File: src/rtl/tdf_pkg.sv
`default_nettype none
package tdf_pkg;

    localparam int VALUE_WIDTH = 32;
    localparam int MAG_W       = 32;
    localparam int EXP_W       = 5;
    localparam int ROOT_W      = 16;
    localparam int DIV_CNT_W   = $clog2(MAG_W + 1);

    typedef enum logic [2:0] {
        EMIT_NONE,
        EMIT_PEND,
        EMIT_PEND_LAST,
        EMIT_TAIL,
        EMIT_EMPTY
    } t_emit;

    // Commands from the controller to the datapath.
    typedef struct packed {
        logic  load;
        logic  sq;
        logic  div_start;
        logic  div_take;
        logic  root_mul;
        logic  close;
        logic  next_c;
        logic  sf_mul_rem;
        t_emit emit;
    } t_dp_cmd;

    // Status from the datapath to the controller.
    typedef struct packed {
        logic mag_le1;
        logic sq_gt_rem;
        logic div_done;
        logic div_rem_zero;
        logic mult_even;
        logic mult_nz;
        logic rem_gt1;
        logic have_pend;
    } t_dp_sts;

endpackage
`default_nettype wire

File: src/rtl/trial_division_factorizer.sv
// Each trial divisor goes through the control states and the bit-serial divider (tdf_div),
// and each extra division by a divisor that divides runs the divider again; up to about
// 23,200 divisors are tried for a 32-bit input.
// One request at a time; start is taken again once busy falls.
// Reset is synchronous and active low; results are strobed and cannot be stalled.
`default_nettype none
module trial_division_factorizer #(
    parameter int WIDTH = tdf_pkg::VALUE_WIDTH
) (
    input  wire logic                       i_clk,
    input  wire logic                       i_rst_n,
    input  wire logic                       start,
    output logic                            busy,
    input  wire logic [WIDTH-1:0]           i_value,
    output logic                            o_valid,
    output logic [tdf_pkg::MAG_W-1:0]       o_prime,
    output logic [tdf_pkg::EXP_W-1:0]       o_exponent,
    output logic                            o_last,
    output logic                            o_empty_res,
    output logic [tdf_pkg::MAG_W-1:0]       o_squarefree_part,
    output logic [tdf_pkg::ROOT_W-1:0]      o_square_root_part,
    output logic                            o_cube_free
);
    import tdf_pkg::*;

    t_dp_cmd cmd;
    t_dp_sts sts;

    tdf_ctrl u_ctrl (
        .i_clk   (i_clk),
        .i_rst_n (i_rst_n),
        .i_start (start),
        .i_sts   (sts),
        .o_cmd   (cmd),
        .o_busy  (busy)
    );

    tdf_datapath #(
        .WIDTH (WIDTH)
    ) u_dp (
        .i_clk              (i_clk),
        .i_rst_n            (i_rst_n),
        .i_value            (i_value),
        .i_cmd              (cmd),
        .o_sts              (sts),
        .o_valid            (o_valid),
        .o_prime            (o_prime),
        .o_exponent         (o_exponent),
        .o_last             (o_last),
        .o_empty_res        (o_empty_res),
        .o_squarefree_part  (o_squarefree_part),
        .o_square_root_part (o_square_root_part),
        .o_cube_free        (o_cube_free)
    );

`ifndef SYNTHESIS
    a_start_busy: assert property (@(posedge i_clk) disable iff (!i_rst_n)
        start && !busy |=> busy)
        else $error("accepted request did not raise busy");

    a_more_follows: assert property (@(posedge i_clk) disable iff (!i_rst_n)
        o_valid && !o_last |-> busy)
        else $error("non-final result while idle");

    a_empty_last: assert property (@(posedge i_clk) disable iff (!i_rst_n)
        o_valid && o_empty_res |-> o_last && o_prime == '0)
        else $error("empty result is not a lone final result");

    a_factor_ok: assert property (@(posedge i_clk) disable iff (!i_rst_n)
        o_valid && !o_empty_res |-> o_exponent != '0 && o_prime > 32'd1)
        else $error("factor result with bad prime or exponent");
`endif

endmodule
`default_nettype wire

File: src/rtl/tdf_div.sv
`default_nettype none
module tdf_div (
    input  wire logic                       i_clk,
    input  wire logic                       i_rst_n,
    input  wire logic                       i_start,
    input  wire logic [tdf_pkg::MAG_W-1:0]  i_dividend,
    input  wire logic [tdf_pkg::MAG_W-1:0]  i_divisor,
    output logic                            o_done,
    output logic [tdf_pkg::MAG_W-1:0]       o_quot,
    output logic [tdf_pkg::MAG_W-1:0]       o_rem
);
    import tdf_pkg::*;

    logic [MAG_W-1:0]     r_q;
    logic [MAG_W-1:0]     r_r;
    logic [MAG_W-1:0]     r_d;
    logic [DIV_CNT_W-1:0] r_cnt;
    logic                 r_run;
    logic                 r_done;

    logic [MAG_W:0] n_shift;
    logic [MAG_W:0] n_diff;

    // Restoring division, one quotient bit per cycle.
    assign n_shift = {r_r, r_q[MAG_W-1]};
    assign n_diff  = n_shift - {1'b0, r_d};

    always_ff @(posedge i_clk) begin
        if (!i_rst_n) begin
            r_run  <= 1'b0;
            r_done <= 1'b0;
            r_cnt  <= '0;
        end else begin
            r_done <= 1'b0;
            if (i_start) begin
                r_run <= 1'b1;
                r_cnt <= DIV_CNT_W'(MAG_W);
            end else if (r_run) begin
                r_cnt <= r_cnt - 1'b1;
                if (r_cnt == DIV_CNT_W'(1)) begin
                    r_run  <= 1'b0;
                    r_done <= 1'b1;
                end
            end
        end
    end

    always_ff @(posedge i_clk) begin
        if (i_start) begin
            r_q <= i_dividend;
            r_r <= '0;
            r_d <= i_divisor;
        end else if (r_run) begin
            if (!n_diff[MAG_W]) begin
                r_r <= n_diff[MAG_W-1:0];
                r_q <= {r_q[MAG_W-2:0], 1'b1};
            end else begin
                r_r <= n_shift[MAG_W-1:0];
                r_q <= {r_q[MAG_W-2:0], 1'b0};
            end
        end
    end

    assign o_done = r_done;
    assign o_quot = r_q;
    assign o_rem  = r_r;

endmodule
`default_nettype wire

File: src/rtl/tdf_datapath.sv
`default_nettype none
module tdf_datapath #(
    parameter int WIDTH = tdf_pkg::VALUE_WIDTH
) (
    input  wire logic                       i_clk,
    input  wire logic                       i_rst_n,
    input  wire logic [WIDTH-1:0]           i_value,
    input  wire tdf_pkg::t_dp_cmd           i_cmd,
    output tdf_pkg::t_dp_sts                o_sts,
    output logic                            o_valid,
    output logic [tdf_pkg::MAG_W-1:0]       o_prime,
    output logic [tdf_pkg::EXP_W-1:0]       o_exponent,
    output logic                            o_last,
    output logic                            o_empty_res,
    output logic [tdf_pkg::MAG_W-1:0]       o_squarefree_part,
    output logic [tdf_pkg::ROOT_W-1:0]      o_square_root_part,
    output logic                            o_cube_free
);
    import tdf_pkg::*;

    localparam int EFF_W = (WIDTH > MAG_W) ? MAG_W : WIDTH;

    logic [MAG_W-1:0]  r_rem;
    logic [MAG_W-1:0]  r_cand;
    logic [EXP_W-1:0]  r_mult;
    logic [MAG_W-1:0]  r_sf;
    logic [ROOT_W-1:0] r_root;
    logic              r_cube;
    logic [2*MAG_W-1:0] r_sq;
    logic [MAG_W-1:0]  r_pend_p;
    logic [EXP_W-1:0]  r_pend_e;
    logic              r_have_pend;

    logic               r_valid;
    logic [MAG_W-1:0]   r_prime;
    logic [EXP_W-1:0]   r_exp;
    logic               r_last;
    logic               r_empty;
    logic [MAG_W-1:0]   r_sf_out;
    logic [ROOT_W-1:0]  r_root_out;
    logic               r_cube_out;

    logic [EFF_W-1:0]   n_val;
    logic [EFF_W-1:0]   n_mag_eff;
    logic [MAG_W-1:0]   n_mag;
    logic [2*MAG_W-1:0] n_sf_prod;
    logic [2*ROOT_W-1:0] n_root_prod;
    logic               div_done;
    logic [MAG_W-1:0]   div_quot;
    logic [MAG_W-1:0]   div_rem;

    // The most negative value negates to itself, which read unsigned is its magnitude.
    assign n_val     = i_value[EFF_W-1:0];
    assign n_mag_eff = n_val[EFF_W-1] ? (~n_val + 1'b1) : n_val;
    assign n_mag     = MAG_W'(n_mag_eff);

    assign n_sf_prod   = r_sf * (i_cmd.sf_mul_rem ? r_rem : r_cand);
    assign n_root_prod = r_root * r_cand[ROOT_W-1:0];

    tdf_div u_div (
        .i_clk      (i_clk),
        .i_rst_n    (i_rst_n),
        .i_start    (i_cmd.div_start),
        .i_dividend (r_rem),
        .i_divisor  (r_cand),
        .o_done     (div_done),
        .o_quot     (div_quot),
        .o_rem      (div_rem)
    );

    always_ff @(posedge i_clk) begin
        if (!i_rst_n) begin
            r_have_pend <= 1'b0;
        end else if (i_cmd.load) begin
            r_have_pend <= 1'b0;
        end else if (i_cmd.close) begin
            r_have_pend <= 1'b1;
        end
    end

    always_ff @(posedge i_clk) begin
        if (i_cmd.load) begin
            r_rem  <= n_mag;
            r_cand <= MAG_W'(2);
            r_mult <= '0;
            r_sf   <= MAG_W'(1);
            r_root <= ROOT_W'(1);
            r_cube <= 1'b1;
        end else begin
            if (i_cmd.sq) begin
                r_sq <= r_cand * r_cand;
            end
            if (i_cmd.div_take) begin
                r_rem  <= div_quot;
                r_mult <= r_mult + 1'b1;
            end
            if (i_cmd.root_mul) begin
                r_root <= n_root_prod[ROOT_W-1:0];
            end
            if (i_cmd.close) begin
                r_pend_p <= r_cand;
                r_pend_e <= r_mult;
                r_mult   <= '0;
                if (r_mult > EXP_W'(2)) begin
                    r_cube <= 1'b0;
                end
                if (r_mult[0]) begin
                    r_sf <= n_sf_prod[MAG_W-1:0];
                end
            end
            if (i_cmd.sf_mul_rem) begin
                r_sf <= n_sf_prod[MAG_W-1:0];
            end
            if (i_cmd.next_c) begin
                r_cand <= (r_cand == MAG_W'(2)) ? MAG_W'(3) : r_cand + MAG_W'(2);
            end
        end
    end

    always_ff @(posedge i_clk) begin
        if (!i_rst_n) begin
            r_valid <= 1'b0;
        end else begin
            r_valid <= (i_cmd.emit != EMIT_NONE);
        end
    end

    always_ff @(posedge i_clk) begin
        unique case (i_cmd.emit)
            EMIT_PEND: begin
                r_prime    <= r_pend_p;
                r_exp      <= r_pend_e;
                r_last     <= 1'b0;
                r_empty    <= 1'b0;
                r_sf_out   <= '0;
                r_root_out <= '0;
                r_cube_out <= 1'b0;
            end
            EMIT_PEND_LAST: begin
                r_prime    <= r_pend_p;
                r_exp      <= r_pend_e;
                r_last     <= 1'b1;
                r_empty    <= 1'b0;
                r_sf_out   <= r_sf;
                r_root_out <= r_root;
                r_cube_out <= r_cube;
            end
            EMIT_TAIL: begin
                r_prime    <= r_rem;
                r_exp      <= EXP_W'(1);
                r_last     <= 1'b1;
                r_empty    <= 1'b0;
                r_sf_out   <= r_sf;
                r_root_out <= r_root;
                r_cube_out <= r_cube;
            end
            EMIT_EMPTY: begin
                r_prime    <= '0;
                r_exp      <= '0;
                r_last     <= 1'b1;
                r_empty    <= 1'b1;
                r_sf_out   <= MAG_W'(1);
                r_root_out <= r_rem[ROOT_W-1:0];
                r_cube_out <= 1'b1;
            end
            default: begin
            end
        endcase
    end

    always_comb begin
        o_sts.mag_le1      = (r_rem <= MAG_W'(1));
        o_sts.sq_gt_rem    = (r_sq > (2*MAG_W)'(r_rem));
        o_sts.div_done     = div_done;
        o_sts.div_rem_zero = (div_rem == '0);
        o_sts.mult_even    = !r_mult[0];
        o_sts.mult_nz      = (r_mult != '0);
        o_sts.rem_gt1      = (r_rem > MAG_W'(1));
        o_sts.have_pend    = r_have_pend;
    end

    assign o_valid            = r_valid;
    assign o_prime            = r_prime;
    assign o_exponent         = r_exp;
    assign o_last             = r_last;
    assign o_empty_res        = r_empty;
    assign o_squarefree_part  = r_sf_out;
    assign o_square_root_part = r_root_out;
    assign o_cube_free        = r_cube_out;

endmodule
`default_nettype wire

File: src/rtl/tdf_ctrl.sv
`default_nettype none
module tdf_ctrl (
    input  wire logic              i_clk,
    input  wire logic              i_rst_n,
    input  wire logic              i_start,
    input  wire tdf_pkg::t_dp_sts  i_sts,
    output tdf_pkg::t_dp_cmd       o_cmd,
    output logic                   o_busy
);
    import tdf_pkg::*;

    typedef enum logic [8:0] {
        ST_IDLE   = 9'b000000001,
        ST_LOAD   = 9'b000000010,
        ST_SQ     = 9'b000000100,
        ST_CMP    = 9'b000001000,
        ST_DIV    = 9'b000010000,
        ST_TAKE   = 9'b000100000,
        ST_NEXT   = 9'b001000000,
        ST_FINISH = 9'b010000000,
        ST_TAIL   = 9'b100000000
    } t_state;

    t_state r_state;
    t_state n_state;

    always_ff @(posedge i_clk) begin
        if (!i_rst_n) begin
            r_state <= ST_IDLE;
        end else begin
            r_state <= n_state;
        end
    end

    always_comb begin
        n_state          = r_state;
        o_cmd            = '0;
        o_cmd.emit       = EMIT_NONE;
        unique case (r_state)
            ST_IDLE: begin
                if (i_start) begin
                    o_cmd.load = 1'b1;
                    n_state    = ST_LOAD;
                end
            end
            ST_LOAD: begin
                if (i_sts.mag_le1) begin
                    o_cmd.emit = EMIT_EMPTY;
                    n_state    = ST_IDLE;
                end else begin
                    n_state = ST_SQ;
                end
            end
            ST_SQ: begin
                o_cmd.sq = 1'b1;
                n_state  = ST_CMP;
            end
            ST_CMP: begin
                if (i_sts.sq_gt_rem) begin
                    n_state = ST_FINISH;
                end else begin
                    o_cmd.div_start = 1'b1;
                    n_state         = ST_DIV;
                end
            end
            ST_DIV: begin
                if (i_sts.div_done) begin
                    if (i_sts.div_rem_zero) begin
                        o_cmd.div_take = 1'b1;
                        n_state        = ST_TAKE;
                    end else begin
                        // A finished prime pushes out the one held before it.
                        if (i_sts.mult_nz) begin
                            o_cmd.close = 1'b1;
                            o_cmd.emit  = i_sts.have_pend ? EMIT_PEND : EMIT_NONE;
                        end
                        n_state = ST_NEXT;
                    end
                end
            end
            ST_TAKE: begin
                o_cmd.root_mul  = i_sts.mult_even;
                o_cmd.div_start = 1'b1;
                n_state         = ST_DIV;
            end
            ST_NEXT: begin
                o_cmd.next_c = 1'b1;
                n_state      = ST_SQ;
            end
            ST_FINISH: begin
                if (i_sts.rem_gt1) begin
                    o_cmd.emit       = i_sts.have_pend ? EMIT_PEND : EMIT_NONE;
                    o_cmd.sf_mul_rem = 1'b1;
                    n_state          = ST_TAIL;
                end else begin
                    o_cmd.emit = EMIT_PEND_LAST;
                    n_state    = ST_IDLE;
                end
            end
            ST_TAIL: begin
                o_cmd.emit = EMIT_TAIL;
                n_state    = ST_IDLE;
            end
            default: begin
                n_state = ST_IDLE;
            end
        endcase
    end

    assign o_busy = (r_state != ST_IDLE);

endmodule
`default_nettype wire

File: config.mk
export PLATFORM = sky130hd
export DESIGN_NAME = trial_division_factorizer
export DESIGN_NICKNAME = d
export VERILOG_FILES = /design/src/rtl/tdf_pkg.sv /design/src/rtl/trial_division_factorizer.sv /design/src/rtl/tdf_div.sv /design/src/rtl/tdf_datapath.sv /design/src/rtl/tdf_ctrl.sv
export SDC_FILE = /design/constraint.sdc
export NUM_CORES = 2
export LEC_CHECK = 0
export BUFFER_PORTS_ARGS = -buffer_cell sky130_fd_sc_hd__buf_2
export CORE_MARGIN = 5
export CORE_UTILIZATION = 25
export DETAILED_ROUTE_END_ITERATION = 10
export PLACE_DENSITY_LB_ADDON = 0.05
export SLEW_MARGIN = 15
export SYNTH_ARGS = -nofsm -noshare
export SYNTH_HDL_FRONTEND = slang
export SYNTH_SLANG_ARGS = --single-unit
File: constraint.sdc
create_clock -name i_clk -period 19.8 [get_ports i_clk]
set_clock_uncertainty 0.05 [all_clocks]
set_input_delay 0.99 -clock i_clk [delete_from_list [all_inputs] [get_ports i_clk]]
set_output_delay 0.99 -clock i_clk [all_outputs]
set_load 0.005 [all_outputs]
== After elaboration in Yosys (flattened, before gate mapping) ==
Cells that the tools add are included.

* Register bits after elaboration: 422
* Bits of input ports: 35
* Output and inout port bits: 90
* Logic and storage cells: 140

* $add $sub $neg: 5
* Multiply operators: 3
* Order comparisons: 4
* Equality and inequality tests: 18
* Mux-type cells: 55
* Bitwise operators: 4
* Reduce and logical (&&, ||, !) cells: 25

{| class="wikitable"
|+ Operator list
! operator !! number
|-
| $mux W32 || 11
|-
| $pmux W32 S3 || 2
|-
| $pmux W9 S8 || 1
|-
| $gt A64 B32 Y1 || 1
|-
| $mul A32 B32 Y64 || 1
|-
| $mul A32 B64 Y32 || 1
|-
| $pmux W16 S3 || 1
|-
| $sub A33 B32 Y33 || 1
|-
| $add A32 B1 Y32 const B || 1
|-
| $add A32 B2 Y32 const B || 1
|-
| $eq A32 B2 Y1 const B || 1
|-
| $gt A32 B1 Y1 const B || 1
|-
| $le A32 B1 Y1 const B || 1
|-
| $logic_not A32 Y1 || 1
|-
| $not A32 Y32 || 1
|-
| $mux W9 || 3
|-
| $mux W1 || 21
|-
| $mux W3 || 6
|-
| $mul A16 B16 Y16 || 1
|-
| $pmux W5 S3 || 1
|-
| $mux W6 || 2
|-
| $pmux W3 S4 || 1
|-
| $reduce_bool A2 Y1 || 6
|-
| $reduce_and A2 Y1 || 5
|-
| 29 further kinds || 42
|}

== Depth between registers and ports, before layout ==
* Depth in word-level cells: 8
* Depth in mapped cells: 37
* Mapped depth without buffers: 33

== By module ==
Synthesis repeated with hierarchy kept, for this count alone.

* Cell total of the unflattened synthesis: 7163
* Area, all modules: 68683.4 um2

{| class="wikitable"
|+ Modules (own cells, without submodules)
! module !! instances !! cells an instance !! area an instance (um2) !! sequential area each (um2)
|-
| tdf_datapath || 1 || 6493 || 62012.0 || 8368.0
|-
| tdf_div || 1 || 591 || 6020.8 || 2722.6
|-
| tdf_ctrl || 1 || 79 || 650.6 || 180.2
|}

== Worst setup path before layout ==
Ideal clock, no wire load.

* Path kind: register to register
* From: register u_dp.r_rem[31]
* To: register u_dp.r_sf[31]
* Library setup time: 0.079 ns
* Arrival: 8.647 ns
* Data required time: 19.671 ns
* Path slack: 11.024 ns
* Stages on the path, launching flop included: 37
* Path buffers: 5
* Clock period less this slack: 8.776 ns
* Cells stage by stage: edfxtp_1 nor4_2 nand4_1 o2111ai_4 buf_6 buf_4 buf_4 clkbuf_1 nand2_1 o21ai_0 clkbuf_1 nand2_1 fa_1 inv_1 fa_1 fa_1 inv_1 fa_1 inv_1 fa_1 inv_1 fa_1 inv_1 fa_1 fa_1 ha_1 and4_1 a21o_1 a21oi_1 a31oi_1 a211oi_1 nor2b_1 o21ai_0 nand2b_1 a31oi_1 xnor2_1 a211oi_2

* Cells in the longest elaborated chain, start to end: 8
* Elaborated cells on any way between the ends: 11
* Those cells by class: mul: 1; order compare: 1; mux: 6; reduce/logical: 3

{| class="wikitable"
|+ RTL lines
! item !! RTL line !! RTL
|-
| start, declared || tdf_datapath.sv:23 || <nowiki>logic [MAG_W-1:0] r_rem;</nowiki>
|-
| start signal, assigned || tdf_datapath.sv:83 || <nowiki>r_rem <= n_mag;</nowiki>
|-
| start signal, assigned || tdf_datapath.sv:94 || <nowiki>r_rem <= div_quot;</nowiki>
|-
| $gt A32 B1 Y1 || tdf_datapath.sv:178 || <nowiki>o_sts.rem_gt1 = (r_rem > MAG_W'(1));</nowiki>
|-
| $mux W1 || tdf_ctrl.sv:91 || <nowiki>if (i_sts.rem_gt1) begin</nowiki>
|-
| $mux W1 || tdf_ctrl.sv:39 || <nowiki>unique case (r_state)</nowiki>
|-
| $mux W32 || tdf_datapath.sv:57 || <nowiki>assign n_sf_prod = r_sf * (i_cmd.sf_mul_rem ? r_rem : r_cand);</nowiki>
|-
| $mul A32 B64 Y32 || tdf_datapath.sv:57 ||
|-
| $mux W32 || tdf_datapath.sv:107 || <nowiki>if (r_mult[0]) begin</nowiki>
|-
| $mux W32 || tdf_datapath.sv:100 || <nowiki>if (i_cmd.close) begin</nowiki>
|-
| $mux W32 || tdf_datapath.sv:111 || <nowiki>if (i_cmd.sf_mul_rem) begin</nowiki>
|-
| end signal, assigned || tdf_datapath.sv:108 || <nowiki>r_sf <= n_sf_prod[MAG_W-1:0];</nowiki>
|-
| end signal, assigned || tdf_datapath.sv:112 || <nowiki>r_sf <= n_sf_prod[MAG_W-1:0];</nowiki>
|-
| end, declared || tdf_datapath.sv:26 || <nowiki>logic [MAG_W-1:0] r_sf;</nowiki>
|}

Several ways; a longest one is shown, not always the timed one. The select of a mux whose other input is x is not followed.
A chain may end at the register's enable or synchronous reset.

== Worst setup path in the final report ==
* From: register u_dp.r_rem[5]
* To: register u_dp.r_sf[31]

The elaborated chain is that of the path after synthesis.

==> flow_metrics.py <==
metrics = {
    "run_status": {
        "outcome": "completed",
    },
    "cts": {
        "clockBufferDepth": 3,
        "cts_tree": "done",
        "root_buffer": "clkbuf_16",
        "cts_resized": 0,
        "htreeDepth": 2,
        "clkSinkCount": 421,
        "cts_made_buffers": 57,
        "cts_setup_buffers": 0,
        "cts.clk_slew.worst_paths_ns": 0.06,
        "clock_latency_ns": 0.75,
        "cts_hold_buffers": 0,
    },
    "synth": {
        "synth_flop_cell": "edfxtp_1",
        "syn_nets": 8891,
        "postSynthCellCount": 7047,
        "netlist_top_cells_area": "fa_1, edfxtp_1, ha_1",
        "synthXorXnorAreaFrac_pct": 3.744,
        "synth-simple-area-share_pct": 13.98,
        "synth_top_family_by_area": "adder cells",
        "synthAdderAreaFrac_pct": 48.04,
        "synthMuxAreaShare_pct": 0.9008,
        "ys_seq_area_share_pct": 16.73,
        "synth.distinct_cells": 90,
        "yosys.area.top_type": "fa_1",
        "synth-seq-cells": 421,
        "synth_compound_area_share_pct": 5.930,
        "synthArstFlopShare_pct": 0,
        "synth.top_cell.area_share_pct": 38.51,
        "synth_edf_count": 284,
        "synth.avg_cell_area_um2": 9.560,
        "synth_area_um2": 67370,
        "ys_warn_count": 0,
    },
    "global_routing": {
        "grt_pass1_wl_mm": 380.3,
        "grt_pass1_vias": 52810,
        "grt_util_met1_pct": 25.33,
        "busiest_layer": "met2",
        "track_usage_pct": 18.60,
        "grt_overflow": 0,
        "grt_max_degree": 70,
        "grt_util_met3_pct": 1.335,
        "met2_usage_pct": 32.83,
        "antenna_found_initial": 21,
    },
    "run": {
        "maxCapViolCount": 0,
    },
    "routing": {
        "drc": 0,
        "via_count": 46770,
        "routed_wl_mm": 257.4,
        "drt_iter0_markers": 2191,
        "drt_first_pass_iters": 7,
        "final_antenna_net_count": 0,
        "avgViaCountPerCell": 4.383,
        "wl_per_cell_um": 24.12,
    },
    "die": {
        "chipHeight_um": 529.1,
        "fp.dieW_um": 529.1,
        "start_util_pct": 25.12,
        "io_pins": 125,
        "coreArea_um2": 268200,
        "dieArea_um2": 280000,
        "rows": 190,
    },
    "timing": {
        "period_share_pct": 52.51,
        "slew-limit-headroom_pct": 27.42,
        "tns_ns": 0,
        "worstMarginPinSlew_ns": 1.089,
        "rsz0062_at_grt": "no",
        "max_freq_mhz": 96.17,
        "min_period_ns": 10.40,
        "finalSetupViolCount": 0,
        "drv_slew": 0,
        "whs_ns": 0.4345,
        "hold_viol_final": 0,
    },
    "pwr": {
        "p_sw_uw": 644.7,
        "netSwitchingFraction_pct": 27.57,
        "p_seq_share_pct": 41.6,
        "p_leak_uw": 0.03567,
        "intPower_uw": 1693,
        "ir_drop_mv": 0.07365,
        "power.density_nw_per_um2": 31.38,
        "combinationalPowerShare_pct": 8.6,
        "share_clk_of_total_power_pct": 49.8,
    },
    "place": {
        "gp_routability_congestion": 0.8106,
        "hpwl_mm": 200.6,
        "numPortBuffers": 124,
    },
    "cells_and_area": {
        "fin_nets": 8904,
        "layout_common_cells": "inv_1, fa_1, nand2_1, ha_1, and2_1",
        "layout-drive-gt1-share_pct": 6.710,
        "area_growth_syn_to_layout_pct": 10.58,
        "final_common_cell": "inv_1",
    },
    "setup_path": {
        "cpPeakStageDelay_ns": 0.56,
        "startpoint_type": "register",
        "crit_type": "reg2reg",
        "cp.arrival_ns": 10.96,
        "crit_top_cell": "fa_1",
        "crit_required_ns": 20.36,
        "path_max_fanout": 42,
        "endpoint_kind": "register",
        "crit_slowest_cell": "fa_1",
    },
    "worst_hold_path": {
        "hold_path.class": "reg2reg",
    },
}
-- layout make-up --
type | instances | area, µm²
Fill cell | 28610 | 193700
Sequential cell | 421 | 11310
Antenna cell | 9 | 22.52
Inverter | 1602 | 6013
Multi-Input combinational cell | 4724 | 49060
Tap cell | 3552 | 4444
Timing Repair Buffer | 254 | 1597
Clock inverter | 35 | 490.5
Clock buffer | 73 | 1556
-- sequential cells by signal (all words and copies together), names as in the netlist, 32 cells and up --
signal                  cells
u_dp.r_sf                  32
u_dp.u_div.o_rem           32
u_dp.o_squarefree_part     32
u_dp.r_sq                  63
u_dp.r_cand                32
u_dp.o_prime               32
u_dp.r_rem                 32
u_dp.u_div.o_quot          32
u_dp.r_pend_p              32
u_dp.u_div.r_d             32
-- per-layer routing --
layer	vias up	wire length [µm]	share of wire, %
met1	24520	118300	46
li1	21480	-	-
met2	617	128000	50
met3	153	6404	2.5
met4	0	4637	1.8
met5	-	0	0
-- synthesized netlist by cell type (all sizes together) (23+ instances only) --
library cell and instances:
buf 27, a31oi 23, clkbuf 273, nor3 32
nand2b 26, xor2 99, and2 441, a21oi 183
xnor2 183, fa 1296, nand4 40, nor2b 133
nor2 266, o21bai 25, o21ai 165, inv 1596
ha 513, a21o 81, nand2 825, nor4 39
dfxtp 137, mux2 38, nand3 63, edfxtp 284
-- stage by stage --
step / cell area [µm²] / total power, µW / setup slack [ns] / util [%] / std cells
2_1_floorplan: 67370 / 1112 / 11.02 / - / 7047
3_3_place_gp: 72420 / 1195 / 9.558 / 27.01 / 10550
3_5_place_dp: 72420 / 1193 / 9.457 / 27.01 / 10550
4_1_cts: 74470 / 2391 / 9.399 / 27.77 / 10660
5_1_grt: 74470 / 2438 / 8.863 / 27.77 / 10660
6_report: 74490 / 2338 / 9.402 / 27.78 / 10670
-- kinds of logic (layout without fill, tap and decap cells) --
group	after synthesis	after routing
compound gates	631	631
xor+xnor	284	284
fa+ha+maj	1809	1809
buf+inv	1902	1964
flops	421	421
mux	54	54
other cells	0	9
simple gates	1946	1946
-- power groups by stage --
stage / combinational [µW] / clock (µW) / sequential [µW]
global placement: 204 / 0 / 991
floorplan: 133 / 0 / 979
global route: 225 / 1240 / 973
finish: 202 / 1160 / 972
CTS: 204 / 1210 / 971
detailed placement: 203 / 0 / 990
-- critical path: cells and delay by family (launching register included) --
family / cells / cell delay, ns
multiplexers: 1 / 0.28
buffers and inverters: 7 / 1.49
XOR/XNOR: 1 / 0.12
AO/OA/AOI/OAI: 10 / 2.46
AND/OR/NAND/NOR: 5 / 1.11
adder cells (fa/ha/maj): 9 / 4.17
flip-flops: 1 / 0.52
-- worst paths after layout --
path	slack [ns]	depth (start not counted)	end	from
setup / recovery	9.40	33	u_dp.r_sf[31]	u_dp.r_rem[5]
hold / removal	0.43	2	u_dp.r_cube	u_dp.r_cube
setup reg to reg	9.40	33	u_dp.r_sf[31]	u_dp.r_rem[5]
hold reg to reg	0.43	2	u_dp.r_cube	u_dp.r_cube
(Power assumes the default switching activity.)
